[config.mk]
export PLATFORM = sky130hd
export DESIGN_NAME = mac_destination_filter_core
export DESIGN_NICKNAME = d
export VERILOG_FILES = /design/src/rtl/mdf_pkg.sv /design/src/rtl/mdf_ram.sv /design/src/rtl/mac_destination_filter_core.sv
export SDC_FILE = /design/constraint.sdc
export NUM_CORES = 2
export LEC_CHECK = 0
export BUFFER_PORTS_ARGS = -buffer_cell sky130_fd_sc_hd__buf_2
export CELL_PAD_IN_SITES_DETAIL_PLACEMENT = 0
export CELL_PAD_IN_SITES_GLOBAL_PLACEMENT = 1
export CORE_MARGIN = 2
export CORE_UTILIZATION = 34
export CTS_BUF_LIST = sky130_fd_sc_hd__clkbuf_4 sky130_fd_sc_hd__clkbuf_8 sky130_fd_sc_hd__clkbuf_16
export DETAILED_ROUTE_END_ITERATION = 8
export HOLD_SLACK_MARGIN = 0.03
export PLACE_DENSITY_LB_ADDON = 0.05
export SYNTH_ARGS = -nofsm -noshare
export SYNTH_HDL_FRONTEND = slang
export SYNTH_HIERARCHICAL = 1
export SYNTH_SLANG_ARGS = --single-unit
[constraint.sdc]
create_clock -name clk -period 6 [get_ports clk]
set_clock_uncertainty 0.15 [all_clocks]
set_input_delay 1.2 -clock clk [delete_from_list [all_inputs] [get_ports clk]]
set_output_delay 1.2 -clock clk [all_outputs]
set_load 0.01 [all_outputs]
[src/rtl/mdf_pkg.sv]
// Shared types and constants for the MAC destination filter.
// Used by mdf_ram and mac_destination_filter_core; no dependencies.
`timescale 1ns / 1ps
`default_nettype none

package mdf_pkg;

    localparam int MAX_ENTRIES_DEF = 32;
    localparam int ADDR_W          = 48;

    localparam logic [ADDR_W-1:0] BROADCAST_ADDR = 48'hFFFF_FFFF_FFFF;
    localparam logic [ADDR_W-1:0] STATION_RESET  = 48'h536B_7945_7965;

    // configuration register indexes
    localparam int              CFG_IDX_W   = 1;
    localparam logic [CFG_IDX_W-1:0] CFG_PROMISC = 1'b0;
    localparam logic [CFG_IDX_W-1:0] CFG_STATION = 1'b1;

    typedef enum logic [1:0] {
        OP_CHECK  = 2'd0,
        OP_ADD    = 2'd1,
        OP_REMOVE = 2'd2,
        OP_NONE   = 2'd3
    } op_t;

endpackage

`default_nettype wire

[src/rtl/mdf_ram.sv]
// Multicast list storage: one write port, one registered read port.
// Depends on mdf_pkg for the entry width.
`timescale 1ns / 1ps
`default_nettype none

module mdf_ram
    import mdf_pkg::*;
#(
    parameter int DEPTH = MAX_ENTRIES_DEF,
    parameter int AW    = 5,
    parameter int DW    = ADDR_W
)
(
    input  wire logic          clk,
    input  wire logic          we,
    input  wire logic [AW-1:0] waddr,
    input  wire logic [DW-1:0] wdata,
    input  wire logic [AW-1:0] raddr,
    output logic      [DW-1:0] rdata
);

    logic [DW-1:0] mem [DEPTH];
    logic [DW-1:0] rdata_reg;

    always_ff @(posedge clk)
    begin
        if (we)
        begin
            mem[waddr] <= wdata;
        end
        rdata_reg <= mem[raddr];
    end

    assign rdata = rdata_reg;

endmodule

`default_nettype wire

[src/rtl/mac_destination_filter_core.sv]
// A check settled by promiscuous mode, station or broadcast, a no-op and an add to a
// full list go from S_IDLE straight to S_DONE; other items scan the list in S_SCAN (a
// listed check stops at the hit), and a remove that hits then shifts the later entries
// down in S_SHIFT. From S_DONE the result is loaded into the output register that drives
// result_valid. One item at a time: a new item is taken only in S_IDLE, after the result
// is loaded; a held result stalls the input. Reset: rst_n async low; list empty,
// promiscuous on, station at its default. Depends on mdf_pkg and mdf_ram.
`timescale 1ns / 1ps
`default_nettype none

module mac_destination_filter_core
    import mdf_pkg::*;
#(
    parameter int MAX_ENTRIES = MAX_ENTRIES_DEF
)
(
    input  wire logic                 clk,
    input  wire logic                 rst_n,
    // configuration write port
    input  wire logic                 wr_en,
    input  wire logic [CFG_IDX_W-1:0] reg_index,
    input  wire logic [ADDR_W-1:0]    wr_data,
    // item channel
    input  wire logic                 item_valid,
    output logic                      item_ready,
    input  wire logic [1:0]           op,
    input  wire logic [ADDR_W-1:0]    mac_addr,
    // result channel
    output logic                      result_valid,
    input  wire logic                 result_ready,
    output logic                      accept,
    output logic                      status
);

    localparam int CW = $clog2(MAX_ENTRIES + 1);
    localparam int AW = (MAX_ENTRIES > 1) ? $clog2(MAX_ENTRIES) : 1;
    localparam logic [CW-1:0] MAX_COUNT = CW'(MAX_ENTRIES);

    typedef enum logic [3:0] {
        S_IDLE  = 4'b0001,
        S_SCAN  = 4'b0010,
        S_SHIFT = 4'b0100,
        S_DONE  = 4'b1000
    } state_t;

    // configuration
    logic              promisc_reg;
    logic [ADDR_W-1:0] station_reg;

    // sequencer
    state_t            state_reg,    state_next;
    op_t               op_reg,       op_next;
    logic [ADDR_W-1:0] addr_reg,     addr_next;
    logic [CW-1:0]     count_reg,    count_next;
    logic [CW-1:0]     idx_reg,      idx_next;
    logic              pend_reg,     pend_next;
    logic [AW-1:0]     pend_idx_reg, pend_idx_next;
    logic              res_acc_reg,  res_acc_next;
    logic              res_sts_reg,  res_sts_next;

    // output register
    logic              out_valid_reg, out_valid_next;
    logic              out_acc_reg,   out_acc_next;
    logic              out_sts_reg,   out_sts_next;

    // memory port
    logic              ram_we;
    logic [AW-1:0]     ram_waddr;
    logic [ADDR_W-1:0] ram_wdata;
    logic [ADDR_W-1:0] ram_rdata;

    logic              take_item;
    logic              hit;
    logic              more;
    logic [CW-1:0]     idx_m1;
    logic [CW-1:0]     after_hit;

    assign item_ready = (state_reg == S_IDLE);
    assign take_item  = item_valid && item_ready;

    // the entry read last cycle matches the item address
    assign hit       = pend_reg && (ram_rdata == addr_reg);
    assign more      = (idx_reg < count_reg);
    assign idx_m1    = idx_reg - CW'(1);
    assign after_hit = CW'(pend_idx_reg) + CW'(1);

    // Configuration registers: the user must write them only while idle; the block does not enforce this.
    always_ff @(posedge clk or negedge rst_n)
    begin
        if (!rst_n)
        begin
            promisc_reg <= 1'b1;
            station_reg <= STATION_RESET;
        end
        else if (wr_en)
        begin
            unique case (reg_index)
                CFG_PROMISC: promisc_reg <= wr_data[0];
                CFG_STATION: station_reg <= wr_data;
                default:     ;
            endcase
        end
    end

    always_comb
    begin
        state_next     = state_reg;
        op_next        = op_reg;
        addr_next      = addr_reg;
        count_next     = count_reg;
        idx_next       = idx_reg;
        pend_next      = pend_reg;
        pend_idx_next  = pend_idx_reg;
        res_acc_next   = res_acc_reg;
        res_sts_next   = res_sts_reg;
        out_valid_next = out_valid_reg;
        out_acc_next   = out_acc_reg;
        out_sts_next   = out_sts_reg;
        ram_we         = 1'b0;
        ram_waddr      = pend_idx_reg;
        ram_wdata      = ram_rdata;

        // drop the result once the consumer takes it
        if (out_valid_reg && result_ready)
        begin
            out_valid_next = 1'b0;
        end

        unique case (state_reg)
            S_IDLE:
            begin
                if (take_item)
                begin
                    op_next      = op_t'(op);
                    addr_next    = mac_addr;
                    idx_next     = '0;
                    pend_next    = 1'b0;
                    res_acc_next = 1'b0;
                    res_sts_next = 1'b0;
                    unique case (op_t'(op))
                        OP_CHECK:
                        begin
                            // fixed addresses need no scan
                            if (promisc_reg || mac_addr == station_reg
                                || mac_addr == BROADCAST_ADDR)
                            begin
                                res_acc_next = 1'b1;
                                state_next   = S_DONE;
                            end
                            else
                            begin
                                state_next = S_SCAN;
                            end
                        end
                        OP_ADD:
                        begin
                            // a full list refuses even a duplicate
                            if (count_reg == MAX_COUNT)
                            begin
                                res_sts_next = 1'b1;
                                state_next   = S_DONE;
                            end
                            else
                            begin
                                state_next = S_SCAN;
                            end
                        end
                        OP_REMOVE: state_next = S_SCAN;
                        OP_NONE:   state_next = S_DONE;
                        default:   state_next = S_DONE;
                    endcase
                end
            end

            S_SCAN:
            begin
                if (hit)
                begin
                    unique case (op_reg)
                        OP_CHECK:
                        begin
                            res_acc_next = 1'b1;
                            state_next   = S_DONE;
                        end
                        OP_REMOVE:
                        begin
                            // close the gap starting with the entry after the hit
                            idx_next   = after_hit;
                            pend_next  = 1'b0;
                            state_next = S_SHIFT;
                        end
                        default: state_next = S_DONE;
                    endcase
                end
                else if (more)
                begin
                    pend_next     = 1'b1;
                    pend_idx_next = idx_reg[AW-1:0];
                    idx_next      = idx_reg + CW'(1);
                end
                else if (pend_reg)
                begin
                    pend_next = 1'b0;
                end
                else
                begin
                    // not listed: an add appends at the end
                    if (op_reg == OP_ADD)
                    begin
                        ram_we     = 1'b1;
                        ram_waddr  = count_reg[AW-1:0];
                        ram_wdata  = addr_reg;
                        count_next = count_reg + CW'(1);
                    end
                    state_next = S_DONE;
                end
            end

            S_SHIFT:
            begin
                // write back the entry read last cycle one place lower
                if (pend_reg)
                begin
                    ram_we = 1'b1;
                end
                if (more)
                begin
                    pend_next     = 1'b1;
                    pend_idx_next = idx_m1[AW-1:0];
                    idx_next      = idx_reg + CW'(1);
                end
                else if (pend_reg)
                begin
                    pend_next = 1'b0;
                end
                else
                begin
                    count_next = count_reg - CW'(1);
                    state_next = S_DONE;
                end
            end

            S_DONE:
            begin
                // hold until the output register is free
                if (!out_valid_reg || result_ready)
                begin
                    out_valid_next = 1'b1;
                    out_acc_next   = res_acc_reg;
                    out_sts_next   = res_sts_reg;
                    state_next     = S_IDLE;
                end
            end

            default: state_next = S_IDLE;
        endcase
    end

    always_ff @(posedge clk or negedge rst_n)
    begin
        if (!rst_n)
        begin
            state_reg     <= S_IDLE;
            count_reg     <= '0;
            idx_reg       <= '0;
            pend_reg      <= 1'b0;
            out_valid_reg <= 1'b0;
        end
        else
        begin
            state_reg     <= state_next;
            count_reg     <= count_next;
            idx_reg       <= idx_next;
            pend_reg      <= pend_next;
            out_valid_reg <= out_valid_next;
        end
    end

    // payload registers
    always_ff @(posedge clk)
    begin
        op_reg       <= op_next;
        addr_reg     <= addr_next;
        pend_idx_reg <= pend_idx_next;
        res_acc_reg  <= res_acc_next;
        res_sts_reg  <= res_sts_next;
        out_acc_reg  <= out_acc_next;
        out_sts_reg  <= out_sts_next;
    end

    mdf_ram #(
        .DEPTH (MAX_ENTRIES),
        .AW    (AW),
        .DW    (ADDR_W)
    ) u_list (
        .clk   (clk),
        .we    (ram_we),
        .waddr (ram_waddr),
        .wdata (ram_wdata),
        .raddr (idx_reg[AW-1:0]),
        .rdata (ram_rdata)
    );

    assign result_valid = out_valid_reg;
    assign accept       = out_acc_reg;
    assign status       = out_sts_reg;

`ifndef SYNTH
    a_count_bound: assert property (@(posedge clk) disable iff (!rst_n)
        count_reg <= MAX_COUNT)
        else $error("entry count above list size");

    a_append_room: assert property (@(posedge clk) disable iff (!rst_n)
        (ram_we && state_reg == S_SCAN) |-> (count_reg < MAX_COUNT))
        else $error("append into a full list");

    a_shift_range: assert property (@(posedge clk) disable iff (!rst_n)
        (state_reg == S_SHIFT && pend_reg) |-> (after_hit < count_reg))
        else $error("shift writes outside the live entries");

    a_count_idle: assert property (@(posedge clk) disable iff (!rst_n)
        (state_reg == S_IDLE) |=> $stable(count_reg))
        else $error("entry count moved while idle");

    a_result_kind: assert property (@(posedge clk) disable iff (!rst_n)
        out_valid_reg |-> !(out_acc_reg && out_sts_reg))
        else $error("accept and refusal flagged together");
`endif

endmodule

`default_nettype wire
---- Yosys cells after proc, flatten, opt, wreduce, memory -nomap -nowiden ----
Memory sizes are Yosys's and may differ from the RTL's. A register that Yosys moved wholly into a read port is not among the register bits.
Cells that the tools add are included.
operators by class
  add/subtract/negate cells ............... 5
  $mul .................................... 0
  divide/modulo/power cells ............... 0
  magnitude comparators ................... 1
  equality and inequality tests ........... 26
  shifts and indexed selects .............. 0
  multiplexer cells ....................... 59
  bitwise gates (word level) .............. 1
  reductions and logical operators ........ 21
operators by type and width
  cell                                                  count
  2-to-1 mux 48 bit                                     5
  equality test 48 bit                                  2
  2-to-1 mux 6 bit                                      10
  equality test 48 bit (second input constant)          1
  2-to-1 mux 5 bit                                      8
  2-to-1 mux 4 bit                                      8
  case mux 4 bit (4 select lines)                       2
  2-to-1 mux 1 bit                                      20
  inequality test 2 bit (second input constant)         10
  case mux 6 bit (3 select lines)                       1
  adder 6 x 1 -> 6 bit (second input constant)          2
  case mux 6 bit (2 select lines)                       1
  case mux 5 bit (2 select lines)                       1
  AND reduction 2 bit                                   5
  AND reduction 4 bit                                   2
  AND reduction 7 bit                                   1
  adder 5 x 1 -> 6 bit (second input constant)          1
  equality test 2 bit (second input constant)           3
  equality test 6 bit (second input constant)           1
  < comparator 6 bit                                    1
  subtractor 6 x 1 -> 6 bit (second input constant)     1
  subtractor 5 x 1 -> 5 bit (second input constant)     1
  equality test 2 x 1 -> 1 bit (second input constant)  2
  equality test 4 x 1 -> 1 bit (second input constant)  1
  other kinds (15)                                      23
word-level totals
  bits in registers ....................... 126
  bits in latches ......................... 0
  RAM bits ................................ 1536
  memory bits (read-only) ................. 0
  output and inout bits ................... 4
  memories kept ........................... 1
memory list
  memory      depth  width  rd ports  clocked after memory_dff  write ports  line           source
  u_list.mem  32     48     1         1                         1            mdf_ram.sv:22  logic [DW-1:0] mem [DEPTH];

---- Depth between registers and ports, before layout ----
  word-level depth ........................ 8
  depth in mapped cells ................... 12
  mapped depth without buffers ............ 11

---- Cells and area by module ----
Netlist, hierarchy kept.
by module, submodules not included
  module                       times used  cells each  area each (sq um)
  mdf_ram                      1           3364        60724.5
  mac_destination_filter_core  1           551         6959.2

---- Least setup slack after synthesis ----
OpenSTA, ideal clock, no wires.
  kind .................................... register -> register
  start point ............................. reg idx_reg[3]
  end point ............................... mem u_list/mem[12][0] in the netlist's numbering (enable)
  arrival ................................. 5.121 ns
  path slack .............................. 0.275 ns
  stages on the path, launching flop included .. 12
  path buffers ............................ 2
  period minus slack after synthesis ...... 5.725 ns
  cells stage by stage .................... dfrtp_1 ha_1 o21a_1 o21a_1 a311oi_2 or2_2 nor2_1 buf_2 mux2_1 or3b_2 clkbuf_1 nor2_1
between the ends
  elaborated cells on any way between the ends .. 9
RTL lines
  what                    line                                source
  from (decl)             mac_destination_filter_core.sv:55   logic [CW-1:0] idx_reg, idx_next;
  from (signal assigned)  mac_destination_filter_core.sv:273  idx_reg <= idx_next;
  < comparator 6 bit      mac_destination_filter_core.sv:83   assign more = (idx_reg < count_reg);
  2-to-1 mux 5 bit        mac_destination_filter_core.sv:195  else if (more)
  2-to-1 mux 5 bit        mac_destination_filter_core.sv:177  if (hit)
  2-to-1 mux 5 bit        mac_destination_filter_core.sv:129  unique case (state_reg)
  net ram_waddr[1]        mac_destination_filter_core.sv:68   logic [AW-1:0] ram_waddr;
  to (decl)               mdf_ram.sv:22
The timed path passes the listed nets, and every way through them passes these cells.

---- Final worst setup path ----
  start point ............................. reg idx_reg[1]
  end point ............................... mem u_list/mem[11][18] in the netlist's numbering (enable)
The elaborated chain is that of the path after synthesis.

==> out/results.ini <==
[timing]
max_slew_margin_pct=32.8
setup-violations-final=0
tightest_slew_ns=1.00
rsz0062_at_grt=false
min_period_ns=4.90
fin_crit_sh_pct=81.7
finalMaxSlewViolations=0
holdWs_ns=0.201
fmax_mhz=204
finalSetupTns_ns=0
hold_viol_final=0

[detailed_routing]
dr.first_iter.drc_count=2769
vias=35708
drcViolationCount=0
wire_per_inst_um=30.5
vias_per_cell=5.15
detail-route-antenna-nets=0
wirelength_mm=212
drt-pass1-iter-count=7

[global_routing]
grt-busiest-layer=met2
grt_pass1_vias=36441
grt_max_degree=125
met3_usage_pct=2.71
use_met1_pct=27.8
grt_pass1_wl_mm=294
gr-total-overflow=0
antenna_found_initial=6
grtUsageMet2_pct=34.9
grt_use_total_pct=20.7

[logic_synthesis]
ys_seq_area_share_pct=74.7
ys_types=60
synthFlopType=edfxtp_1
ys.warnings.count=6
synth_top_area_cell=edfxtp_1
yosysMostFrequentCell=edfxtp_1
async_reset_ff_share_pct=3.92
synthTopCellsByCount=edfxtp_1, mux2i_1, nand2_1
postSynthAreaPerCell_um2=17.3
synth_seq_cells=1710
synthesis.area_um2=67700
syn_inst=3915
syn-num-nets=4032
synthTopCellsByArea=edfxtp_1, mux2i_1, mux2_2, a22oi_1, dfrtp_1
synth_edf_count=1595
synth_top_cell_area_share_pct=70.8

[floorplan]
rows=163
core_area_um2=198000
die_x_um=450
initial_core_util_pct=34.2
io_pins=108
die_y_um=450
die_area_um2=203000

[layout]
area_growth_pct=15.4
n_fill_cell=18043
nets=4244
drive_gt1_share_pct=16.9
multi_input_area_um2=16100
largest_reg_flops=1536
largest_register=u_list/mem
regArea_um2=50600

[worst_setup_path]
crit_family=simple AND/OR/NAND/NOR gates
crit_fanout=17
slowest_stage=nor2_4
cp_common_cell=nor2_4
cp.arrival_ns=5.26
critPathMaxStageDelay_ns=0.94
cp_cell_sequence=ha_1 > a2111o_1 > a311oi_2 > or2_2 > nor2_4 > mux2_1 > nand3_1 > nor2_4 > buf_12
critPathKind=reg -> reg
path_buf_inv=1
endpoint_kind=flip-flop
critPathLaunchType=flip-flop
crit_required_ns=6.36

[cts]
ctsHoldBuffers=0
clock-sinks=1710
insertion_delay_ns=0.83
cts_tree=built
clk_transition_reported_paths_ns=0.06
cts_buffers=193
htree_levels=4
clockBufferDepth=3
cts_setup_buffers=0
cts_resized=0
root_buffer=clkbuf_16

[status]
status=finished, final reports clean

[hold_path]
hold_path_class=in -> async

[placement]
portBuffers=107
place.detailed.hpwl_mm=120
gp_congestion=0.754

[power]
power_density_nw_per_um2=338
leakage_nw=23.9
ir_drop_mv=0.222

[flow_run]
maxCapViolations=0

==> report_power, final <==
part,internal (mW),leakage (nW),switching [mW]
clock,6.90,3.16,4.79
combinational,0.452,5.17,0.896
sequential,13.2,15.5,0.155
==> path summary, 6_finish.rpt <==
check | start | endpoint | slack, ns | cells past startpoint
min in group clk | res_sts_reg | status | 0.28 | 0
max | idx_reg[1] | u_list/mem[11][18] | 1.10 | 9
max in group asynchronous | rst_n | station_reg[1] | 4.41 | 2
max reg2reg | idx_reg[1] | u_list/mem[11][18] | 1.10 | 9
min | rst_n | station_reg[17] | 0.20 | 1
min reg2reg | res_sts_reg | status | 0.28 | 0
==> cells by family after synthesis <==
logic type / share of synthesized area [%]
XOR/XNOR: 1.42
AND/OR/NAND/NOR: 3.74
multiplexers: 13.1
flip-flops: 74.7
adder cells (fa/ha/maj): 0.251
buffers and inverters: 2.02
AO/OA/AOI/OAI: 4.73
==> cells in the final DEF (no fill, tap or decap), types with 4 or more instances in the layout <==
master / synthesis / routed
a21o_1: 5 / 5
a21oi_1: 149 / 149
a22o_1: 96 / 96
a22oi_1: 145 / 145
a31oi_1: 49 / 49
buf_12: 0 / 29
buf_2: 48 / 106
buf_4: 39 / 86
bufinv_16: 0 / 11
clkbuf_16: 0 / 197
clkbuf_4: 0 / 64
clkbuf_8: 0 / 9
clkinv_1: 0 / 39
clkinv_2: 0 / 21
clkinv_8: 0 / 6
clkinvlp_4: 0 / 7
dfrtp_1: 39 / 38
dfstp_2: 28 / 28
dfxtp_1: 48 / 48
edfxtp_1: 1595 / 1595
ha_1: 12 / 12
inv_1: 14 / 13
mux2_2: 100 / 100
mux2i_1: 772 / 772
nand2_1: 164 / 162
nand2b_1: 6 / 4
nand3_1: 159 / 159
nand3b_1: 8 / 8
nand4_1: 30 / 30
nor2_1: 43 / 9
nor2_4: 0 / 34
nor3_1: 51 / 51
nor4_1: 25 / 21
nor4b_1: 5 / 5
o21ai_0: 8 / 8
or3_1: 6 / 6
or4_1: 5 / 5
xnor2_1: 41 / 41
xor2_1: 69 / 69
==> layout make-up <==
| class | count | area share [%] |
|---|---|---|
| Clock buffer | 270 | 7.09 |
| Inverter | 14 | 0.0673 |
| Timing Repair Buffer | 221 | 2.25 |
| Tap cell | 2640 | 4.23 |
| Clock inverter | 89 | 1.01 |
| Multi-Input combinational cell | 1987 | 20.6 |
| Antenna cell | 2 | 0.00641 |
| Sequential cell | 1710 | 64.8 |
==> metrics by stage <==
stage	std cells	utilization (%)	cell area [um^2]	setup WS (ns)	power, mW
after detailed placement	6572	36.3	71800	1.11	15.0
after floorplan	3915	-	67700	0.275	14.4
after CTS	6931	39.5	78100	1.08	26.8
after global placement	6572	36.3	71800	1.15	15.0
final	6933	39.5	78100	1.10	26.4
after global routing	6932	39.5	78100	0.906	27.3
==> routing by layer <==
layer	part of all wire [%]	vias to the layer above
li1	-	15921
met1	45	18888
met2	49	654
met3	3.1	245
met4	2.9	0
met5	0	-
==> worst reg2reg max path, cell delays in order (launching register included) <==
cell	delay, ns
dfrtp_1	0.62
ha_1	0.33
a2111o_1	0.39
a311oi_2	0.53
or2_2	0.26
nor2_4	0.07
mux2_1	0.26
nand3_1	0.68
nor2_4	0.96
buf_12	0.30
Note: power is estimated with default switching activity, not from simulation.
